--- src/letter_bigram_markov_sampler_top_assert.svh ---
// Assertion macros used by the sampler top module.
`ifndef LETTER_BIGRAM_MARKOV_SAMPLER_TOP_ASSERT_SVH
`define LETTER_BIGRAM_MARKOV_SAMPLER_TOP_ASSERT_SVH

// The consequent must hold in the same cycle as the antecedent.
`define LBMS_ASSERT_SAME(label, clk, rst_n, ante, cons, msg) \
    label: assert property (@(posedge clk) disable iff (!rst_n) (ante) |-> (cons)) \
        else $error(msg);

// The consequent must hold in the cycle after the antecedent.
`define LBMS_ASSERT_NEXT(label, clk, rst_n, ante, cons, msg) \
    label: assert property (@(posedge clk) disable iff (!rst_n) (ante) |=> (cons)) \
        else $error(msg);

`endif

--- src/lbms_pkg.sv ---
package lbms_pkg;

    localparam int ALPHABET_DEF   = 52;
    localparam int COUNT_BITS_DEF = 32;

    // Width of the random word reduced by the remainder unit.
    localparam int RND_BITS = 32;

    localparam logic [1:0] FUNC_COUNT  = 2'd0;
    localparam logic [1:0] FUNC_SAMPLE = 2'd1;
    localparam logic [1:0] FUNC_READ   = 2'd2;

    localparam logic [1:0] ST_OK    = 2'd0;
    localparam logic [1:0] ST_EMPTY = 2'd1;
    localparam logic [1:0] ST_SAT   = 2'd2;

    typedef struct packed {
        logic [1:0]  func;
        logic [5:0]  first_letter;
        logic [5:0]  second_letter;
        logic [31:0] random_value;
    } t_in_item;

    typedef struct packed {
        logic [5:0]  letter_out;
        logic [31:0] pair_count;
        logic [31:0] row_total;
        logic [1:0]  status;
    } t_out_item;

    // Access request from the sequencer to the count tables.
    typedef struct packed {
        logic rd;
        logic wr;
    } t_tbl_ctl;

endpackage

--- src/lbms_mod.sv ---
module lbms_mod #(
    parameter int COUNT_BITS = lbms_pkg::COUNT_BITS_DEF
) (
    input  logic                          i_clk,
    input  logic                          i_rst_n,
    input  logic                          i_start,
    input  logic [lbms_pkg::RND_BITS-1:0] i_dividend,
    input  logic [COUNT_BITS-1:0]         i_divisor,
    output logic                          o_done,
    output logic [COUNT_BITS-1:0]         o_rem
);

    localparam int RB = lbms_pkg::RND_BITS;
    localparam int CW = $clog2(RB);

    logic            r_busy;
    logic            r_done;
    logic [CW-1:0]   r_cnt;
    logic [RB-1:0]   r_dvd;
    logic [COUNT_BITS-1:0] r_div;
    logic [COUNT_BITS-1:0] r_rem;

    logic [COUNT_BITS:0]   w_sh;
    logic [COUNT_BITS-1:0] n_rem;

    // Restoring remainder, one dividend bit per cycle, most significant first.
    always_comb begin
        w_sh = {r_rem, r_dvd[RB-1]};
        if (w_sh >= {1'b0, r_div}) begin
            n_rem = COUNT_BITS'(w_sh - {1'b0, r_div});
        end else begin
            n_rem = w_sh[COUNT_BITS-1:0];
        end
    end

    always_ff @(posedge i_clk) begin
        if (!i_rst_n) begin
            r_busy <= 1'b0;
            r_done <= 1'b0;
        end else begin
            r_done <= 1'b0;
            if (i_start) begin
                r_busy <= 1'b1;
            end else if (r_busy && r_cnt == '0) begin
                r_busy <= 1'b0;
                r_done <= 1'b1;
            end
        end
    end

    always_ff @(posedge i_clk) begin
        if (i_start) begin
            r_cnt <= CW'(RB - 1);
            r_dvd <= i_dividend;
            r_div <= i_divisor;
            r_rem <= '0;
        end else if (r_busy) begin
            r_cnt <= r_cnt - 1'b1;
            r_dvd <= {r_dvd[RB-2:0], 1'b0};
            r_rem <= n_rem;
        end
    end

    assign o_done = r_done;
    assign o_rem  = r_rem;

endmodule

--- config.mk ---
export PLATFORM = sky130hd
export DESIGN_NAME = lbms_mod
export DESIGN_NICKNAME = d
export VERILOG_FILES = /design/src/letter_bigram_markov_sampler_top_assert.svh /design/src/lbms_pkg.sv /design/src/lbms_mod.sv
export SDC_FILE = /design/constraint.sdc
export NUM_CORES = 1
export LEC_CHECK = 0
export BUFFER_PORTS_ARGS = -buffer_cell sky130_fd_sc_hd__buf_2
export CAP_MARGIN = 10
export CORE_ASPECT_RATIO = 0.75
export CORE_MARGIN = 3
export CORE_UTILIZATION = 57
export DETAILED_ROUTE_END_ITERATION = 8
export PLACE_DENSITY = 0.81
export SLEW_MARGIN = 20
export SYNTH_ARGS = -nofsm -noshare
export SYNTH_HDL_FRONTEND = slang
export SYNTH_SLANG_ARGS = --single-unit
--- constraint.sdc ---
create_clock -name i_clk -period 3.9 [get_ports i_clk]
set_clock_uncertainty 0.15 [all_clocks]
set_input_delay 0.78 -clock i_clk [delete_from_list [all_inputs] [get_ports i_clk]]
set_output_delay 0.78 -clock i_clk [all_outputs]
set_load 0.01 [all_outputs]
==> impl_metrics.tcl, run 1 <==
set metrics [dict create \
    grt_pass1_vias 4267 \
    ctsHoldBuffers 0 \
    leakage_nw 2.83 \
    first_pass_iters 4 \
    grt_pass1_wl_um 20700 \
    cp-end-kind "register" \
    cap_violations 0 \
    peakVddDrop_mv 0.314 \
    start_util_pct 59.2 \
    wire_per_inst_um 16.5 \
    diodes 0 \
    synth_edf_count 64 \
    worstSetupPathType "register to register" \
    placementRows 31 \
    io_pins 100 \
    postSynthCellCount 530 \
    p_total_w 0.00286 \
    synthDominantCellAreaShare_pct 33.2 \
    die-height_um 93.2 \
    synth_cell_type_count 61 \
    drc 0 \
    max_slew.worst_pin.slew_ns 0.715 \
    outcome "completed" \
    antenna_found_initial 0 \
    post_cts_buffers 0 \
    multi_input_area_sq_mm 0.00280 \
    wl_um 12600 \
    path_cells "inv_1 > ha_1 > nor2b_2 > o2111ai_1 > a311o_2 > a31oi_4 > a41o_4 > a2111oi_4 > o21bai_4 > buf_4 > mux2i_1 > a211oi_1" \
    syn_nets 631 \
    nets 724 \
    slew_headroom_pct 51.1 \
    cp_max_fo 13 \
    cts-root-buf "clkbuf_16" \
    numPortBuffers 99 \
    setup_tns_ns 0 \
    yosys.area.top_type "edfxtp_1" \
    setup_viol 0 \
    grt_setup_unrepaired "no" \
    seq_area_sq_mm 0.00270 \
    yosysSeqAreaShare_pct 46.7 \
    cts_sinks 103 \
    area_delta_synth_final_pct 14.9 \
    cts.path.max_buffers 2 \
    hold_viol_final 0 \
    critPathTopFamily "compound AO/OA/AOI/OAI gates" \
    synth_area_leaders "edfxtp_1 33%, dfxtp_1 13%, ha_1 7.1%" \
    fp.coreArea_sq_mm 0.00977 \
    worst-path-buf-inv 2 \
    drt_iter0_drc 346 \
    num_vias 4352 \
    post-route-period-util_pct 91.4 \
    fillers 784 \
    hp-class "register to register" \
    yosys_register_bits 103 \
    die_w_um 122 \
    yosys_warnings 0 \
    fin_crit_ns 3.56 \
    hold_path_depth 2 \
    syn_area_sq_mm 0.00578 \
    clk_latency_ns 0.35 \
    path_clk_slew_ns 0.07 \
    hpwl_um 9120 \
    die_area_sq_mm 0.0114 \
    cts_buffers 9 \
    cts_tree "yes" \
    cpMaxStageDelayCell "o21bai_4" \
    crit_required_ns 3.95 \
    synth-main-ff-cell "edfxtp_1" \
    yosysMostFrequentCell "edfxtp_1" \
    synth_area_per_cell_sq_um 10.9 \
    crit_path_start_kind "register" \
    crit_path_max_incr_delay_ns 0.51 \
    grt_use_total_pct 22.8 \
    grt_max_degree 59 \
    arrival_ns 3.62 \
    h-tree-depth 3 \
    layout-drive-gt1-share_pct 26.9 \
    place_congestion 0.896 \
    antenna_left 0 \
    power_density_mw_per_mm2 431 \
    timing.final.max_slew_violations 0 \
    cts_resized 0 \
    cp.depth 12 \
    fmax_ghz 0.281 \
    rr_worst_depth 12 \
    async_flop_share_pct 0 \
    via_per_inst 5.73 \
    synth_top_cells_by_count "64 x edfxtp_1, 43 x inv_1, 42 x nor2_1" \
    gr-total-overflow 0 \
]
-- area by class of cell --
cell class / instances / area share [%]
Clock buffer: 10 / 3.45
Clock inverter: 6 / 0.678
Timing Repair Buffer: 105 / 8.17
Tap cell: 132 / 2.49
Multi-Input combinational cell: 361 / 42.1
Inverter: 43 / 2.43
Sequential cell: 103 / 40.7
-- cell families (layout without fill, tap and decap cells) --
group | Yosys count | count (layout) | synth area share, %
adder cells (fa/ha/maj) | 34 | 34 | 7.48
multiplexers | 61 | 61 | 11.3
flip-flops | 103 | 103 | 46.7
AO/OA/AOI/OAI | 122 | 122 | 15.6
XOR/XNOR | 30 | 30 | 4.54
AND/OR/NAND/NOR | 114 | 114 | 9.41
buffers and inverters | 66 | 164 | 4.93
-- placed cells by master (no fill, tap or decap), types with 19 or more instances in the layout --
| cell type | count |
|---|---|
| nor2_1 | 42 |
| mux2_2 | 31 |
| buf_2 | 98 |
| ha_1 | 33 |
| dfxtp_1 | 38 |
| inv_1 | 43 |
| edfxtp_1 | 64 |
| a21oi_1 | 30 |
| a211oi_1 | 28 |
| mux2i_1 | 29 |
| nand2_1 | 19 |
-- power breakdown --
group / switching [W] / total, W / internal [W]
logic: 0.000393 / 0.000702 / 0.000309
registers: 0.0000574 / 0.00132 / 0.00126
clock network: 0.000406 / 0.000842 / 0.000435
-- worst register-to-register path: cells and delay by family (launching register included) --
family	cells	cell delay [ns]
AO/OA/AOI/OAI	7	1.80
adder cells (fa/ha/maj)	1	0.29
buffers and inverters	2	0.42
flip-flops	1	0.32
multiplexers	1	0.26
AND/OR/NAND/NOR	1	0.16
-- registers in the layout, indices dropped and copies added, names as in the netlist --
name	cells
r_div	32
r_dvd	32
r_cnt	5
r_busy	1
o_done	1
o_rem	32
-- path summary, 6_finish.rpt --
check                  from        end  slack, ns
hold reg to reg   o_rem[20]  o_rem[20]       0.36
setup reg to reg   r_div[1]  o_rem[16]       0.34
setup / recovery   r_div[1]  o_rem[16]       0.34
hold / removal    o_rem[20]  o_rem[20]       0.36
-- layer usage --
metal	vias up	part of all wire, %	wire [um]	track usage, %
li1	2121	-	-	-
met1	2087	47	5870	31.5
met2	128	46	5810	36.4
met5	-	0	0	0
met3	16	5.8	729	5.08
met4	0	1.3	165	6.34
-- stage by stage --
stage / cells / cell area, sq um / util (%) / setup slack [ns] / hold slack [ns]
detailed placement: 744 / 6370 / 65.2 / 0.399 / 0.338
finish: 760 / 6640 / 68.0 / 0.336 / 0.361
CTS: 760 / 6640 / 68.0 / 0.367 / 0.356
global route: 760 / 6640 / 68.0 / 0.165 / 0.365
global placement: 744 / 6370 / 65.2 / 0.509 / 0.328
floorplan: 530 / 5780 / - / 0.893 / 0.312
(Power assumes the default switching activity.)
==> run 2, diff against run 1 <==
--- a/config.mk
+++ b/config.mk
@@ -5,14 +5,16 @@
 export SDC_FILE = /design/constraint.sdc
 export NUM_CORES = 1
 export LEC_CHECK = 0
+export ABC_AREA = 1
 export BUFFER_PORTS_ARGS = -buffer_cell sky130_fd_sc_hd__buf_2
 export CAP_MARGIN = 10
 export CORE_ASPECT_RATIO = 0.75
 export CORE_MARGIN = 3
-export CORE_UTILIZATION = 57
+export CORE_UTILIZATION = 58
 export DETAILED_ROUTE_END_ITERATION = 8
 export PLACE_DENSITY = 0.81
 export SLEW_MARGIN = 20
 export SYNTH_ARGS = -nofsm -noshare
 export SYNTH_HDL_FRONTEND = slang
 export SYNTH_SLANG_ARGS = --single-unit
+export TNS_END_PERCENT = 50
==> run 2 against run 1 <==
- routed wire length increased by 41%
- global-route usage is 5.0 points higher
- worst setup slack better by 0.91 ns
- largest cell class unchanged
- largest power group unchanged
==> impl_metrics.tcl, run 2 <==
set metrics [dict create \
    outcome "completed" \
    synth-main-ff-cell "edfxtp_1" \
    h-tree-depth 3 \
    io_pins 100 \
    layout-drive-gt1-share_pct 13.8 \
    combPwrFrac_pct 11.7 \
    synth_edf_count 64 \
    clkPwrFrac_pct 37.3 \
    swShare_pct 27.1 \
    die_w_um 131 \
    arrival_ns 2.78 \
    yosys_register_bits 103 \
    fp.coreArea_sq_mm 0.0112 \
    fin_crit_ns 2.65 \
    crit_path_start_kind "register" \
    synth_cell_type_count 36 \
    dp.cells 1229 \
    place_area_sq_mm 0.00741 \
    syn_nets 1090 \
    grt_pass1_wl_um 28700 \
    power_density_mw_per_mm2 318 \
    crit_required_ns 4.03 \
    wl_um 17700 \
    placementRows 33 \
    drt_iter0_drc 626 \
    cp_max_fo 34 \
    hp-class "register to register" \
    first_pass_iters 7 \
    clk_latency_ns 0.35 \
    via_per_inst 5.13 \
    p_int_w 0.00179 \
    area_delta_synth_final_pct 13.4 \
    p_sw_w 0.000665 \
    nets 1184 \
    yosys_warnings 0 \
    max_slew.worst_pin.slew_ns 0.948 \
    fmax_ghz 0.377 \
    synth_top_cells_by_count "410 x nand2_1, 180 x inv_1, 81 x nand3_1" \
    place_congestion 0.983 \
    slew_headroom_pct 36.8 \
    fin_cells 1245 \
    grt_use_total_pct 27.8 \
    grt_setup_unrepaired "no" \
    worstSetupPathType "register to register" \
    final_cell_mix "410 x nand2_1, 180 x inv_1, 99 x buf_2, 81 x nand3_1, 64 x edfxtp_1" \
    die_area_sq_mm 0.0131 \
    p_seq_share_pct 51.0 \
    timing.final.max_slew_violations 0 \
    grt_max_degree 45 \
    grt_pass1_vias 5873 \
    die-height_um 99.8 \
    antenna_left 0 \
    yosys.area.top_type "edfxtp_1" \
    antenna_found_initial 0 \
    cts-root-buf "clkbuf_16" \
    crit_path_max_incr_delay_ns 0.37 \
    numPortBuffers 99 \
    cap_violations 0 \
    synthDominantCellAreaShare_pct 28.2 \
    gr-total-overflow 0 \
    cts_tree "yes" \
    critPathMostFrequentCell "nand2_1" \
    syn_area_sq_mm 0.00681 \
    cts.path.max_buffers 2 \
    cpMaxStageDelayCell "edfxtp_1" \
    fin_area_sq_mm 0.00772 \
    post_cts_buffers 0 \
    whs_ns 0.333 \
    async_flop_share_pct 0 \
    p_total_w 0.00245 \
    cts_sinks 103 \
    cts_buffers 9 \
    cts_resized 0 \
    cp-end-kind "register" \
    post-route-period-util_pct 68.0 \
    leakage_nw 4.34 \
    setup_tns_ns 0 \
    path_cells "inv_1 > ha_1 > nand2_1 > inv_1 > nand2_1 > nand3_1 > nand2_1 > nand2_1 > inv_1 > nand2_2 > nand2_4 > nand2_4 > nand2_1 > nand3_1 > o21ai_1" \
    yosysMostFrequentCell "nand2_1" \
    ctsHoldBuffers 0 \
    hold_viol_final 0 \
    num_vias 6385 \
    postSynthCellCount 989 \
    drc 0 \
    final_common_cell "nand2_1" \
    diodes 0 \
    path_clk_slew_ns 0.08 \
    start_util_pct 60.8 \
    setup_viol 0 \
    peakVddDrop_mv 0.231 \
    yosysSeqAreaShare_pct 39.7 \
    synth_area_per_cell_sq_um 6.88 \
    wire_per_inst_um 14.3 \
    synth_area_leaders "edfxtp_1 28%, nand2_1 23%, dfxtp_1 11%" \
    hpwl_um 13600 \
]
==> run 2: cell count changes after synthesis, sizes merged, moves of 29 or more <==
| cell | before | now |
|---|---|---|
| mux2i | 29 | 0 |
| a211oi | 29 | 0 |
| inv | 43 | 183 |
| mux2 | 32 | 0 |
| nand2 | 19 | 419 |
| nand3 | 14 | 83 |
==> run 2: cell families after synthesis <==
kind of cell | share of synthesized area, %
XOR/XNOR | 1.80
AO/OA/AOI/OAI | 3.38
AND/OR/NAND/NOR | 36.6
adder cells (fa/ha/maj) | 6.36
flip-flops | 39.7
buffers and inverters | 12.2
==> run 2: worst max-delay path: cells and delay by family, from the launching register on <==
family          cells  cell delay (ns)
flops               1             0.37
compound gates      1             0.09
fa+ha+maj           1             0.27
simple gates       10             1.48
buf+inv             3             0.21
==> run 2: metal layers <==
layer | part of all wire, % | vias up | global-route usage (%)
met1 | 48 | 2889 | 42.7
met4 | 1.5 | 0 | 5.77
met3 | 8.5 | 24 | 6.17
met5 | 0 | - | 0
li1 | - | 3236 | -
met2 | 42 | 236 | 40.2
==> run 2: power by group through the flow <==
| stage | clock network (W) | registers (W) | logic (W) |
|---|---|---|---|
| finish | 0.000916 | 0.00125 | 0.000288 |
| floorplan | 0 | 0.00127 | 0.000190 |
| global placement | 0 | 0.00127 | 0.000280 |
| CTS | 0.000926 | 0.00125 | 0.000288 |
| global route | 0.000968 | 0.00126 | 0.000329 |
| detailed placement | 0 | 0.00128 | 0.000285 |
==> run 2: worst paths after layout <==
kind / from / to / slack (ns) / cells past startpoint
setup / recovery: r_div[12] / o_rem[9] / 1.25 / 15
setup reg to reg: r_div[12] / o_rem[9] / 1.25 / 15
hold / removal: r_cnt[4] / r_cnt[4] / 0.33 / 2
hold reg to reg: r_cnt[4] / r_cnt[4] / 0.33 / 2
==> run 2: layout make-up <==
| type | count | area [sq um] |
|---|---|---|
| clock buffer | 9 | 225 |
| fill | 1045 | 3470 |
| timing repair buffer | 105 | 541 |
| inverter | 186 | 698 |
| sequential | 103 | 2700 |
| multi-input combinational | 678 | 3280 |
| tap | 157 | 196 |
| clock inverter | 7 | 77.6 |
==> run 2: stage by stage <==
| stage | worst slack [ns] | utilization [%] |
|---|---|---|
| 5_1_grt | 1.02 | 69.0 |
| 3_5_place_dp | 1.30 | 66.3 |
| 3_3_place_gp | 1.26 | 66.3 |
| 4_1_cts | 1.27 | 69.0 |
| 2_1_floorplan | 1.30 | - |
| 6_report | 1.25 | 69.0 |
